[config.mk]
export PLATFORM = sky130hd
export DESIGN_NAME = magic_square_block_transposition_flat
export DESIGN_NICKNAME = d
export VERILOG_FILES = /design/src/hdl/msbt_pkg.sv /design/src/hdl/msbt_ifs.sv /design/src/hdl/msbt_store.sv /design/src/hdl/magic_square_block_transposition.sv /design/src/flat_wrapper.sv
export VERILOG_INCLUDE_DIRS = /design/src /design/src/hdl
export SDC_FILE = /design/constraint.sdc
export NUM_CORES = 1
export LEC_CHECK = 0
export BUFFER_PORTS_ARGS = -buffer_cell sky130_fd_sc_hd__buf_2
export CORE_ASPECT_RATIO = 1.1
export CORE_UTILIZATION = 32
export CTS_CLUSTER_SIZE = 12
export DETAILED_ROUTE_END_ITERATION = 8
export GPL_TIMING_DRIVEN = 0
export PLACE_DENSITY = 0.58
export SLEW_MARGIN = 0
export SYNTH_ARGS = -nofsm -noshare
export SYNTH_HDL_FRONTEND = slang
export SYNTH_SLANG_ARGS = --single-unit
[constraint.sdc]
create_clock -name clk -period 8.4 [get_ports clk]
set_input_delay 0.84 -clock clk [delete_from_list [all_inputs] [get_ports clk]]
set_output_delay 0.84 -clock clk [all_outputs]
set_load 0.05 [all_outputs]
[src/hdl/magic_square_block_transposition_macros.svh]
// ----------------------------------------------------------------------------
// Assertion macros for the magic-square block transposition block.
// Each macro samples on clk and is disabled while rst_n is low.
// ----------------------------------------------------------------------------
`ifndef MAGIC_SQUARE_BLOCK_TRANSPOSITION_MACROS_SVH
`define MAGIC_SQUARE_BLOCK_TRANSPOSITION_MACROS_SVH

// Same-cycle implication.
`define MSBT_ASSERT_IMP(lbl, ante, cons) \
  lbl: assert property (@(posedge clk) disable iff (!rst_n) (ante) |-> (cons)) \
    else $error("msbt assertion failed");

// Next-cycle implication.
`define MSBT_ASSERT_NXT(lbl, ante, cons) \
  lbl: assert property (@(posedge clk) disable iff (!rst_n) (ante) |=> (cons)) \
    else $error("msbt assertion failed");

`endif

[src/hdl/msbt_pkg.sv]
// ----------------------------------------------------------------------------
// msbt_pkg
// Shared types and constants of the magic-square block transposition block.
// ----------------------------------------------------------------------------
`default_nettype none

package msbt_pkg;

  localparam int ACTION_W = 2;
  localparam int CELLS_W  = 6;
  localparam int VAL_W    = 7;
  localparam int BYTE_W   = 8;
  localparam int SIDE_W   = 4;
  localparam int APB_AW   = 3;
  localparam int APB_DW   = 32;

  localparam logic [ACTION_W-1:0] ACT_TABLE = 2'd0;
  localparam logic [ACTION_W-1:0] ACT_TEXT  = 2'd1;
  localparam logic [ACTION_W-1:0] ACT_END   = 2'd2;

  localparam logic [SIDE_W-1:0] SIDE_RESET = 4'd5;
  localparam logic [BYTE_W-1:0] PAD_CHAR   = 8'h2E;
  localparam logic [BYTE_W-1:0] BLANK_CHAR = 8'h20;

  // Write and read requests for the table and text memories.
  typedef struct packed {
    logic               perm_we;
    logic [CELLS_W-1:0] perm_waddr;
    logic [VAL_W-1:0]   perm_wdata;
    logic               text_we;
    logic [CELLS_W-1:0] text_waddr;
    logic [BYTE_W-1:0]  text_wdata;
    logic               rd_en;
    logic [CELLS_W-1:0] perm_raddr;
    logic [CELLS_W-1:0] text_raddr;
  } mem_req_t;

endpackage

`default_nettype wire

[src/hdl/msbt_ifs.sv]
// ----------------------------------------------------------------------------
// msbt channel interfaces
// Valid/ready channels for input items and result items.
// ----------------------------------------------------------------------------
`default_nettype none

interface msbt_in_if;
  logic                                 valid;
  logic                                 ready;
  logic [msbt_pkg::ACTION_W-1:0]        action;
  logic [msbt_pkg::CELLS_W-1:0]         table_index;
  logic [msbt_pkg::VAL_W-1:0]           table_value;
  logic [msbt_pkg::BYTE_W-1:0]          text_byte;

  modport source (output valid, action, table_index, table_value, text_byte,
                  input ready);
  modport sink   (input valid, action, table_index, table_value, text_byte,
                  output ready);
endinterface

interface msbt_out_if;
  logic                        valid;
  logic                        ready;
  logic [msbt_pkg::BYTE_W-1:0] cipher_byte;
  logic                        last;

  modport source (output valid, cipher_byte, last, input ready);
  modport sink   (input valid, cipher_byte, last, output ready);
endinterface

`default_nettype wire

[src/hdl/msbt_store.sv]
// ----------------------------------------------------------------------------
// msbt_store
// Permutation table and text buffer memories with registered read data.
// ----------------------------------------------------------------------------
`default_nettype none

module msbt_store #(
  parameter int DEPTH = 64
) (
  input  wire logic                        clk,
  input  wire msbt_pkg::mem_req_t          req,
  output logic [msbt_pkg::VAL_W-1:0]       perm_rd,
  output logic [msbt_pkg::BYTE_W-1:0]      text_rd
);

  localparam int IDX_W = (DEPTH > 1) ? $clog2(DEPTH) : 1;

  logic [msbt_pkg::VAL_W-1:0]  perm_mem [DEPTH];
  logic [msbt_pkg::BYTE_W-1:0] text_mem [DEPTH];

  always_ff @(posedge clk) begin
    if (req.perm_we) begin
      perm_mem[req.perm_waddr[IDX_W-1:0]] <= req.perm_wdata;
    end
    if (req.rd_en) begin
      perm_rd <= perm_mem[req.perm_raddr[IDX_W-1:0]];
    end
  end

  always_ff @(posedge clk) begin
    if (req.text_we) begin
      text_mem[req.text_waddr[IDX_W-1:0]] <= req.text_wdata;
    end
    if (req.rd_en) begin
      text_rd <= text_mem[req.text_raddr[IDX_W-1:0]];
    end
  end

endmodule

`default_nettype wire

[src/hdl/magic_square_block_transposition.sv]
// ----------------------------------------------------------------------------
// magic_square_block_transposition
// Block transposition cipher keyed by a square permutation table.
// ----------------------------------------------------------------------------
//
//   Channel  Direction  Moves
//   in_ch    sink       one item: table write, text byte or end of block
//   out_ch   source     one item per cipher byte, last marks the block end
//   cfg_*    APB slave  side register at byte address 0
//
// Table writes and text bytes are taken back to back while no block is emitted.
// An end item emits side*side bytes at one per cycle while out_ch does not
// stall; the first byte passes the emit state, the two chained memory reads
// and the output register. The next input item is taken only once the last
// table read of the block has left the first stage.
// Reset is synchronous and active low; the memories are not cleared.
// A stall on out_ch freezes the whole read pipeline.
// ----------------------------------------------------------------------------
`default_nettype none

`include "magic_square_block_transposition_macros.svh"

module magic_square_block_transposition #(
  parameter int MAX_SIDE = 8
) (
  input  wire logic                          clk,
  input  wire logic                          rst_n,
  msbt_in_if.sink                            in_ch,
  msbt_out_if.source                         out_ch,
  input  wire logic                          cfg_psel,
  input  wire logic                          cfg_penable,
  input  wire logic                          cfg_pwrite,
  input  wire logic [msbt_pkg::APB_AW-1:0]   cfg_paddr,
  input  wire logic [msbt_pkg::APB_DW-1:0]   cfg_pwdata,
  output logic      [msbt_pkg::APB_DW-1:0]   cfg_prdata,
  output logic                               cfg_pready
);

  // Both memories hold one block; cells past the largest block are never read.
  localparam int DEPTH = MAX_SIDE * MAX_SIDE;
  localparam int IDX_W = $clog2(DEPTH);
  localparam int CNT_W = $clog2(DEPTH + 1);
  localparam int SW    = msbt_pkg::SIDE_W;
  localparam int VW    = msbt_pkg::VAL_W;

  localparam logic ST_IDLE = 1'b0;
  localparam logic ST_EMIT = 1'b1;

  // Configuration register. The register sits at address 0; addresses with
  // bit 2 set lie past the register list and are ignored.
  logic [SW-1:0] side_r, side_nxt;
  logic          cfg_wr;

  assign cfg_pready = 1'b1;
  assign cfg_wr     = cfg_psel && cfg_penable && cfg_pwrite && cfg_pready
                      && !cfg_paddr[2];
  assign side_nxt   = cfg_wr ? cfg_pwdata[SW-1:0] : side_r;
  assign cfg_prdata = cfg_paddr[2] ? '0 : msbt_pkg::APB_DW'(side_r);

  // Effective side saturates to 1..MAX_SIDE, and the block size follows.
  logic [SW-1:0]   side_eff;
  logic [2*SW-1:0] side_sq;
  logic [CNT_W-1:0] total;

  always_comb begin
    if (side_r == '0) begin
      side_eff = SW'(1);
    end else if (side_r > SW'(MAX_SIDE)) begin
      side_eff = SW'(MAX_SIDE);
    end else begin
      side_eff = side_r;
    end
  end

  assign side_sq = {{SW{1'b0}}, side_eff} * {{SW{1'b0}}, side_eff};
  assign total   = CNT_W'(side_sq);

  // Control state.
  logic             state_r, state_nxt;
  logic [CNT_W-1:0] emit_idx_r, emit_idx_nxt;
  logic [CNT_W-1:0] byte_count_r, byte_count_nxt;

  // Read pipeline: the first stage holds table data, the second text data,
  // then the output register.
  logic             s1_valid_r, s1_valid_nxt;
  logic             s1_last_r, s1_last_nxt;
  logic             s2_valid_r, s2_valid_nxt;
  logic             s2_last_r, s2_last_nxt;
  logic             s2_blank_r, s2_blank_nxt;
  logic             s2_pad_r, s2_pad_nxt;
  logic             out_valid_r, out_valid_nxt;
  logic [msbt_pkg::BYTE_W-1:0] out_byte_r, out_byte_nxt;
  logic             out_last_r, out_last_nxt;

  logic             advance;
  logic             accept;
  logic             emit_last;
  logic             text_we;
  logic             table_in_range;
  logic [VW-1:0]    pos;

  msbt_pkg::mem_req_t          mem_req;
  logic [VW-1:0]               perm_rd;
  logic [msbt_pkg::BYTE_W-1:0] text_rd;

  assign in_ch.ready = (state_r == ST_IDLE) && !s1_valid_r;
  assign accept      = in_ch.valid && in_ch.ready;

  // The whole pipeline moves only when the output register can take a byte.
  assign advance   = !out_valid_r || out_ch.ready;
  assign emit_last = (emit_idx_r == (total - CNT_W'(1)));

  assign table_in_range = ({1'b0, in_ch.table_index} < VW'(DEPTH));
  assign text_we = accept && (in_ch.action == msbt_pkg::ACT_TEXT)
                   && (byte_count_r < total);

  // Source position of the cell that the first stage holds. Only cells
  // within the block are used for a text read, so the index fits.
  assign pos = perm_rd - VW'(1);

  always_comb begin
    mem_req            = '0;
    mem_req.perm_we    = accept && (in_ch.action == msbt_pkg::ACT_TABLE)
                         && table_in_range;
    mem_req.perm_waddr = in_ch.table_index;
    mem_req.perm_wdata = in_ch.table_value;
    mem_req.text_we    = text_we;
    mem_req.text_waddr = msbt_pkg::CELLS_W'(byte_count_r[IDX_W-1:0]);
    mem_req.text_wdata = in_ch.text_byte;
    mem_req.rd_en      = advance;
    mem_req.perm_raddr = msbt_pkg::CELLS_W'(emit_idx_r[IDX_W-1:0]);
    mem_req.text_raddr = msbt_pkg::CELLS_W'(pos[IDX_W-1:0]);
  end

  msbt_store #(
    .DEPTH (DEPTH)
  ) u_store (
    .clk     (clk),
    .req     (mem_req),
    .perm_rd (perm_rd),
    .text_rd (text_rd)
  );

  always_comb begin
    state_nxt      = state_r;
    emit_idx_nxt   = emit_idx_r;
    byte_count_nxt = byte_count_r;

    s1_valid_nxt  = s1_valid_r;
    s1_last_nxt   = s1_last_r;
    s2_valid_nxt  = s2_valid_r;
    s2_last_nxt   = s2_last_r;
    s2_blank_nxt  = s2_blank_r;
    s2_pad_nxt    = s2_pad_r;
    out_valid_nxt = out_valid_r;
    out_byte_nxt  = out_byte_r;
    out_last_nxt  = out_last_r;

    unique case (state_r)
      ST_IDLE: begin
        if (accept && (in_ch.action == msbt_pkg::ACT_END)) begin
          state_nxt    = ST_EMIT;
          emit_idx_nxt = '0;
        end
      end
      ST_EMIT: begin
        if (advance) begin
          if (emit_last) begin
            state_nxt = ST_IDLE;
          end else begin
            emit_idx_nxt = emit_idx_r + CNT_W'(1);
          end
        end
      end
      default: begin
        state_nxt = ST_IDLE;
      end
    endcase

    if (text_we) begin
      byte_count_nxt = byte_count_r + CNT_W'(1);
    end

    if (advance) begin
      // Table read is issued for the current cell while emitting.
      s1_valid_nxt = (state_r == ST_EMIT);
      s1_last_nxt  = emit_last;

      // Classify the cell: outside 1..total gives a space, a position past
      // the received text gives padding.
      s2_valid_nxt = s1_valid_r;
      s2_last_nxt  = s1_last_r;
      s2_blank_nxt = (perm_rd == '0) || (perm_rd > VW'(total));
      s2_pad_nxt   = (perm_rd > VW'(byte_count_r));

      out_valid_nxt = s2_valid_r;
      out_last_nxt  = s2_last_r;
      if (s2_blank_r) begin
        out_byte_nxt = msbt_pkg::BLANK_CHAR;
      end else if (s2_pad_r) begin
        out_byte_nxt = msbt_pkg::PAD_CHAR;
      end else begin
        out_byte_nxt = text_rd;
      end

      // The count is needed until the last cell has been classified.
      if (s1_valid_r && s1_last_r) begin
        byte_count_nxt = '0;
      end
    end
  end

  always_ff @(posedge clk) begin
    if (!rst_n) begin
      side_r       <= msbt_pkg::SIDE_RESET;
      state_r      <= ST_IDLE;
      emit_idx_r   <= '0;
      byte_count_r <= '0;
      s1_valid_r   <= 1'b0;
      s2_valid_r   <= 1'b0;
      out_valid_r  <= 1'b0;
    end else begin
      side_r       <= side_nxt;
      state_r      <= state_nxt;
      emit_idx_r   <= emit_idx_nxt;
      byte_count_r <= byte_count_nxt;
      s1_valid_r   <= s1_valid_nxt;
      s2_valid_r   <= s2_valid_nxt;
      out_valid_r  <= out_valid_nxt;
    end
  end

  always_ff @(posedge clk) begin
    s1_last_r  <= s1_last_nxt;
    s2_last_r  <= s2_last_nxt;
    s2_blank_r <= s2_blank_nxt;
    s2_pad_r   <= s2_pad_nxt;
    out_byte_r <= out_byte_nxt;
    out_last_r <= out_last_nxt;
  end

  assign out_ch.valid       = out_valid_r;
  assign out_ch.cipher_byte = out_byte_r;
  assign out_ch.last        = out_last_r;

  // The text buffer must not change while its reads are still in flight.
  `MSBT_ASSERT_IMP(a_no_text_write_in_emit, (state_r == ST_EMIT) || s1_valid_r, !text_we)
  // The emit counter stays inside the block.
  `MSBT_ASSERT_IMP(a_emit_idx_in_block, state_r == ST_EMIT, emit_idx_r < total)
  // Once the last cell leaves the first stage, no further read is issued.
  `MSBT_ASSERT_NXT(a_single_last, s1_valid_r && s1_last_r && advance, !s1_valid_r)

endmodule

`default_nettype wire
[src/flat_wrapper.sv]
// flat-port wrapper written by rule: the top's interface ports become plain ports
module magic_square_block_transposition_flat 
#(
  parameter int MAX_SIDE = 8
)
  (clk, rst_n, cfg_psel, cfg_penable, cfg_pwrite, cfg_paddr, cfg_pwdata, cfg_prdata, cfg_pready, in_ch_valid, in_ch_action, in_ch_table_index, in_ch_table_value, in_ch_text_byte, in_ch_ready, out_ch_valid, out_ch_cipher_byte, out_ch_last, out_ch_ready);
  msbt_in_if in_ch_i ();
  msbt_out_if out_ch_i ();
  input  wire logic clk;
  input  wire logic rst_n;
  input  wire logic cfg_psel;
  input  wire logic cfg_penable;
  input  wire logic cfg_pwrite;
  input  wire logic [msbt_pkg::APB_AW-1:0] cfg_paddr;
  input  wire logic [msbt_pkg::APB_DW-1:0] cfg_pwdata;
  output logic      [msbt_pkg::APB_DW-1:0] cfg_prdata;
  output logic cfg_pready;
  input wire logic [$bits(in_ch_i.valid)-1:0] in_ch_valid;
  input wire logic [$bits(in_ch_i.action)-1:0] in_ch_action;
  input wire logic [$bits(in_ch_i.table_index)-1:0] in_ch_table_index;
  input wire logic [$bits(in_ch_i.table_value)-1:0] in_ch_table_value;
  input wire logic [$bits(in_ch_i.text_byte)-1:0] in_ch_text_byte;
  output wire logic [$bits(in_ch_i.ready)-1:0] in_ch_ready;
  output wire logic [$bits(out_ch_i.valid)-1:0] out_ch_valid;
  output wire logic [$bits(out_ch_i.cipher_byte)-1:0] out_ch_cipher_byte;
  output wire logic [$bits(out_ch_i.last)-1:0] out_ch_last;
  input wire logic [$bits(out_ch_i.ready)-1:0] out_ch_ready;
  assign in_ch_i.valid = in_ch_valid;
  assign in_ch_i.action = in_ch_action;
  assign in_ch_i.table_index = in_ch_table_index;
  assign in_ch_i.table_value = in_ch_table_value;
  assign in_ch_i.text_byte = in_ch_text_byte;
  assign in_ch_ready = in_ch_i.ready;
  assign out_ch_valid = out_ch_i.valid;
  assign out_ch_cipher_byte = out_ch_i.cipher_byte;
  assign out_ch_last = out_ch_i.last;
  assign out_ch_i.ready = out_ch_ready;
  magic_square_block_transposition #(.MAX_SIDE(MAX_SIDE)) u_core (.clk(clk), .rst_n(rst_n), .in_ch(in_ch_i), .out_ch(out_ch_i), .cfg_psel(cfg_psel), .cfg_penable(cfg_penable), .cfg_pwrite(cfg_pwrite), .cfg_paddr(cfg_paddr), .cfg_pwdata(cfg_pwdata), .cfg_prdata(cfg_prdata), .cfg_pready(cfg_pready));
endmodule
==> results.yml, run 1 <==
finish:
  fin_util_pct: 36.82
  mostFrequentLayoutCells: "edfxtp_1, mux4_2, nor2_1"
  area_growth_syn_to_layout_pct: 13.70
  n_antenna_cell: 0
  layout_commonest_cell: "edfxtp_1"
  nNetsFinal: 2093
  drive_gt1_share_pct: 26.58
  stdcell_area_sq_um: 45460
job:
  max-cap-violations: 0
power_and_ir_drop:
  power_density_nw_per_um2: 221.9
  ir_drop_mv: 0.1729
  p_leak_nw: 13.79
global_routing:
  grt_use_total_pct: 14.78
  grt_pass1_wl_mm: 137.1
  grt_max_degree: 65
  antenna_found_initial: 0
  first_global_vias: 19920
  grt-ovfl-total: 0
yosys:
  synth_cell_types: 63
  synthArstFlopShare_pct: 0
  yosys_register_bits: 1010
  seq_area_frac_synth_pct: 75.30
  synth_area_sq_um: 39990
  syn_inst: 1823
  synth_top_area_share_pct: 74.20
  yosysWarnings: 0
  synth_area_leaders: "edfxtp_1, mux4_2, nor2_1"
  synth_edf_count: 988
  synth_top_flop_cell: "edfxtp_1"
  synth_largest_area_cell: "edfxtp_1"
  syn_avg_cell_area_sq_um: 21.93
routing:
  firstDrtPassIters: 7
  ant_nets: 0
  wl_mm: 93.53
  via_count: 18820
  via_per_inst: 5.064
  route.detailed.drc: 0
  drt-initial-drc-count: 1727
  drt-wirelength-per-cell_um: 25.16
placement:
  placed_area_sq_um: 42380
  place.gp.congestion: 0.8007
  place_ws_ns: 2.780
  place_hpwl_mm: 61.08
  port_buffers: 46
clocking:
  cts_buffers: 103
  ctsResizeCount: 0
  htree_levels: 3
  root_buffer: "clkbuf_16"
  clk_pin_slew_ns: 0.06
  post_cts_buffers: 0
  clkLatencyLatePin_ns: 0.69
  ctsHoldBuffers: 0
  cts_buffer_depth: 3
  clock_sinks: 1010
  cts_tree: "done"
critical_path:
  crit_chain: "clkbuf_1, nor2b_1, and2_1, nand2_1, inv_1, ha_1, and4b_1, or2_0, o311a_1, ha_1, nand2_1, nand4_1, a211oi_1, a21o_1, clkbuf_1, and2_1, nand3_1, nor2_1"
  endpoint_kind: "flip-flop"
  cp-start-kind: "flip-flop"
  cp_top_family: "simple AND/OR/NAND/NOR gates"
  crit_buf_inv: 3
  criticalPathCategory: "flip-flop to flip-flop"
  cpMaxStageDelayCell: "nor2_1"
  critical-path-max-stage-delay_ns: 0.92
  path_max_fanout: 10
  worstPathRequired_ns: 8.70
  cp.arrival_ns: 5.97
floorplan:
  pin_count: 109
  num_rows: 135
  coreArea_sq_um: 123500
  die_w_um: 339.0
  initial_utilization_pct: 32.38
  dieArea_sq_um: 126400
  die_h_um: 372.8
sta:
  skew_ns: 0.03746
  slew_violations: 0
  setup_tns_ns: 0
  finalHoldViolCount: 0
  relSlewSlack_pct: 7.340
  finalSetupViolCount: 0
  fmax_mhz: 176.4
  worstMarginPinSlew_ns: 1.390
  period_minus_slack_ns: 5.670
  rsz0062_at_grt: "no"
  fin_crit_sh_pct: 67.50
  finalWorstSetupSlack_ns: 2.730
status:
  status: "completed"
min_path:
  holdCritPathClass: "input port to flip-flop"
==> sequential cells by signal, indices dropped and copies added, names as in the netlist <==
| name | count |
|---|---|
| u_core.out_ch.valid | 1 |
| u_core.s1_last_r | 1 |
| u_core.s2_last_r | 1 |
| u_core.s2_valid_r | 1 |
| u_core.u_store.perm_mem | 448 |
| u_core.out_ch.last | 1 |
| u_core.byte_count_r | 7 |
| u_core.side_r | 4 |
| u_core.s2_pad_r | 1 |
| u_core.emit_idx_r | 7 |
| u_core.out_ch.cipher_byte | 8 |
| u_core.state_r | 1 |
| u_core.u_store.perm_rd | 7 |
| u_core.u_store.text_rd | 8 |
| u_core.u_store.text_mem | 512 |
| u_core.s2_blank_r | 1 |
| u_core.s1_valid_r | 1 |
==> path summary, 6_finish.rpt <==
path	slack [ns]	to	cells past startpoint	from
setup / recovery	2.73	u_core.u_store.text_mem[43][7]	18	u_core.side_r[3]
hold / removal	0.38	u_core.side_r[0]	3	cfg_pwdata[0]
setup reg to reg	2.73	u_core.u_store.text_mem[43][7]	18	u_core.side_r[3]
hold reg to reg	0.42	u_core.out_ch.last	0	u_core.s2_last_r
==> routing by layer <==
metal | vias to the layer above | wire length [um] | track usage [%]
met5 | - | 0 | 0
met4 | 0 | 2187 | 4.055
met3 | 129 | 5270 | 2.562
met2 | 578 | 47290 | 25.13
met1 | 10200 | 38780 | 19.44
li1 | 7918 | - | -
==> synthesized netlist by cell type, drive strengths merged, types with 7 or more instances <==
cell type	n
a21oi	9
and2	9
buf	69
clkbuf	45
dfxtp	22
edfxtp	988
ha	22
inv	13
mux2i	8
mux4	315
nand2	40
nand3	17
nor2	155
nor2b	12
o21ai	8
or3	7
xnor2	11
==> kinds of logic after synthesis <==
| group | Yosys count | synth area share (%) |
|---|---|---|
| flops | 1010 | 75.30 |
| simple gates | 274 | 3.098 |
| other cells | 2 | 0.01878 |
| compound gates | 45 | 0.8011 |
| fa+ha+maj | 24 | 0.7635 |
| mux | 323 | 17.95 |
| buf+inv | 128 | 1.646 |
| xor+xnor | 17 | 0.4255 |
==> through the flow <==
stage	std cells	hold WS (ns)	power [mW]
2_1_floorplan	1852	0.4003	5.837
3_3_place_gp	3542	0.4189	5.985
3_5_place_dp	3542	0.4185	5.998
4_1_cts	3715	0.3433	10.15
5_1_grt	3717	0.3626	10.36
6_report	3717	0.3810	10.09
==> tightest hold or removal path: stages <==
cell and delay, ns:
buf_2 0.07, mux2i_1 0.05, nand2_1 0.06
==> cell type report <==
type                            count  area (sq um)
Inverter                           14         52.55
Fill cell                       11100         78010
Multi-Input combinational cell    714          9329
Sequential cell                  1010         30110
Buffer                            114         605.6
Tap cell                         1644          2057
Timing Repair Buffer               48         270.3
Clock inverter                     37         319.1
Clock buffer                      136          2721
==> power breakdown <==
part | switching [mW] | total [mW] | internal [mW]
combinational | 0.237 | 0.334 | 0.0973
clock | 1.87 | 4.20 | 2.33
sequential | 0.00754 | 5.56 | 5.55
Power figures use the tool's default switching activity.
==> inputs of run 2 (changes only) <==
--- a/config.mk
+++ b/config.mk
@@ -12,7 +12,7 @@
 export CTS_CLUSTER_SIZE = 12
 export DETAILED_ROUTE_END_ITERATION = 8
 export GPL_TIMING_DRIVEN = 0
-export PLACE_DENSITY = 0.58
+export PLACE_DENSITY = 0.6
 export SLEW_MARGIN = 0
 export SYNTH_ARGS = -nofsm -noshare
 export SYNTH_HDL_FRONTEND = slang
==> constraint.sdc (replaced) <==
create_clock -name clk -period 5.1 [get_ports clk]
set_input_delay 0.51 -clock clk [delete_from_list [all_inputs] [get_ports clk]]
set_output_delay 0.51 -clock clk [all_outputs]
set_load 0.05 [all_outputs]
==> results.yml, run 2 (synthesis results as in run 1) <==
status:
  status: "completed"
sta:
  relSlewSlack_pct: 7.199
  finalSetupViolCount: 0
  finalWorstSetupSlack_ns: 0.09096
  rsz0062_at_grt: "yes"
  finalHoldViolCount: 0
  period_minus_slack_ns: 5.009
  fin_crit_sh_pct: 98.22
  setup_tns_ns: 0
  slew_violations: 0
  worstMarginPinSlew_ns: 1.392
  skew_ns: 0.02401
  fmax_mhz: 199.6
finish:
  drive_gt1_share_pct: 30.03
  finalNonFillerCells: 3713
  mostFrequentLayoutCells: "edfxtp_1, mux4_2, clkbuf_16"
  area_growth_syn_to_layout_pct: 14.80
  fillers: 11110
  regArea_sq_um: 30110
  layout_commonest_cell: "edfxtp_1"
  largest_register_ff_count: 512
  stdcell_area_sq_um: 45910
  nNetsFinal: 2092
  multi_input_area_sq_um: 9801
clocking:
  htree_levels: 3
  clk_pin_slew_ns: 0.06
  ctsHoldBuffers: 0
  root_buffer: "clkbuf_16"
  cts_buffers: 102
  cts_buffer_depth: 3
  clkLatencyLatePin_ns: 0.68
  clock_sinks: 1010
  cts_tree: "done"
floorplan:
  die_w_um: 339.0
  coreArea_sq_um: 123500
  dieArea_sq_um: 126400
  pin_count: 109
  initial_utilization_pct: 32.38
  die_h_um: 372.8
  num_rows: 135
placement:
  place_hpwl_mm: 60.55
  placed_cells: 3542
  port_buffers: 46
  place_ws_ns: -0.6689
  place.gp.congestion: 0.8059
  placed_area_sq_um: 42380
routing:
  via_count: 18920
  ant_nets: 0
  route.detailed.drc: 0
  firstDrtPassIters: 5
  drt-initial-drc-count: 1706
  drt-wirelength-per-cell_um: 25.14
  via_per_inst: 5.096
  wl_mm: 93.35
global_routing:
  grt_max_degree: 65
  grt_pass1_wl_mm: 137.9
  antenna_found_initial: 1
  first_global_vias: 19810
  grt_use_total_pct: 14.78
  grt-ovfl-total: 0
critical_path:
  r2r_end: "u_core.u_store.text_mem[46][3]"
  path_max_fanout: 8
  worstPathRequired_ns: 5.41
  rrSetupSlack_ns: 0.09
  r2r-start: "u_core.side_r[1]"
  cp-start-kind: "flip-flop"
  endpoint_kind: "flip-flop"
  criticalPathCategory: "flip-flop to flip-flop"
  cp-startpoint: "u_core.side_r[1]"
  cp.arrival_ns: 5.32
  reg2reg_depth: 17
  endpoint: "u_core.u_store.text_mem[46][3]"
min_path:
  holdCritPathClass: "input port to flip-flop"
job:
  max-cap-violations: 0
power_and_ir_drop:
  power_density_nw_per_um2: 361.8
  p_leak_nw: 13.79
  p_total_mw: 16.61
  ir_drop_mv: 0.3128
run 2: cell count changes in the layout (fill, tap and decap cells not counted), moves of 2 or more:
cell,change
clkinv_16,-2
clkinv_1,+3
bufinv_16,+2
nand2_1,-6
clkbuf_1,-6
clkbuf_8,-2
nor2_2,+9
nor2_4,+54
nor2_1,-63
nand2_2,+6
run 2: cell type report:
| cell class | instances | area share (%) |
|---|---|---|
| diodes | 1 | 0.005451 |
| plain buffers | 114 | 1.322 |
| clock buffers | 129 | 5.827 |
| clock inverters | 39 | 0.7168 |
| inverters | 14 | 0.1145 |
| multi-input cells | 714 | 21.35 |
| flip-flops and latches | 1010 | 65.59 |
| well taps | 1644 | 4.481 |
| repair buffers | 48 | 0.5942 |
run 2: power breakdown:
group | total, mW | leakage, nW | switching, mW | internal, mW
clock | 6.90 | 1.46 | 3.02 | 3.88
combinational | 0.558 | 3.22 | 0.396 | 0.162
sequential | 9.15 | 9.11 | 0.0130 | 9.14
total | 16.6 | 13.8 | 3.43 | 13.2
run 2: worst max-delay path, cell delays in order (launching register included):
cell and delay, ns:
dfxtp_1 0.54, nor2b_1 0.27, and2_1 0.21, nand2_1 0.11, inv_1 0.10, ha_1 0.22
and4b_1 0.19, or2_0 0.20, o311a_1 0.39, ha_1 0.22, nand2_1 0.06, nand4_1 0.14
a211oi_1 0.27, a21o_1 0.16, clkbuf_1 0.30, and2_1 0.28, nand2_2 0.42, nor2_2 0.55
run 2: per-layer routing:
| metal | up-vias | share of wire [%] | GRT usage, % |
|---|---|---|---|
| met5 | - | 0.013 | 0 |
| met4 | 2 | 2.1 | 3.910 |
| met3 | 135 | 5.7 | 2.440 |
| met2 | 661 | 51 | 24.86 |
| met1 | 10190 | 41 | 19.82 |
| li1 | 7936 | - | - |
run 2: worst min path at each step:
stage                     cells past startpoint                  to        startpoint
after CTS                                     3    u_core.side_r[2]     cfg_pwdata[2]
final                                         3    u_core.side_r[0]     cfg_pwdata[0]
after floorplan                               0  u_core.out_ch.last  u_core.s2_last_r
after detailed placement                      0  u_core.out_ch.last  u_core.s2_last_r
after global placement                        0  u_core.out_ch.last  u_core.s2_last_r
after global routing                          3    u_core.side_r[0]     cfg_pwdata[0]
run 2: through the flow:
step           utilization, %  hold slack [ns]
3_3_place_gp            34.33           0.4191
4_1_cts                 37.06          0.02132
2_1_floorplan               -           0.4003
6_report                37.18          0.05553
5_1_grt                 37.18          0.04245
3_5_place_dp            34.33           0.4261
run 2: repair_timing:
action | 4_1_cts | 5_1_grt
gates resized for setup | 105 | 22
buffers inserted | 0 | 1
pin swaps | 0 | 1
cloned | 0 | 0
setup endpoints to repair | 464 | 261
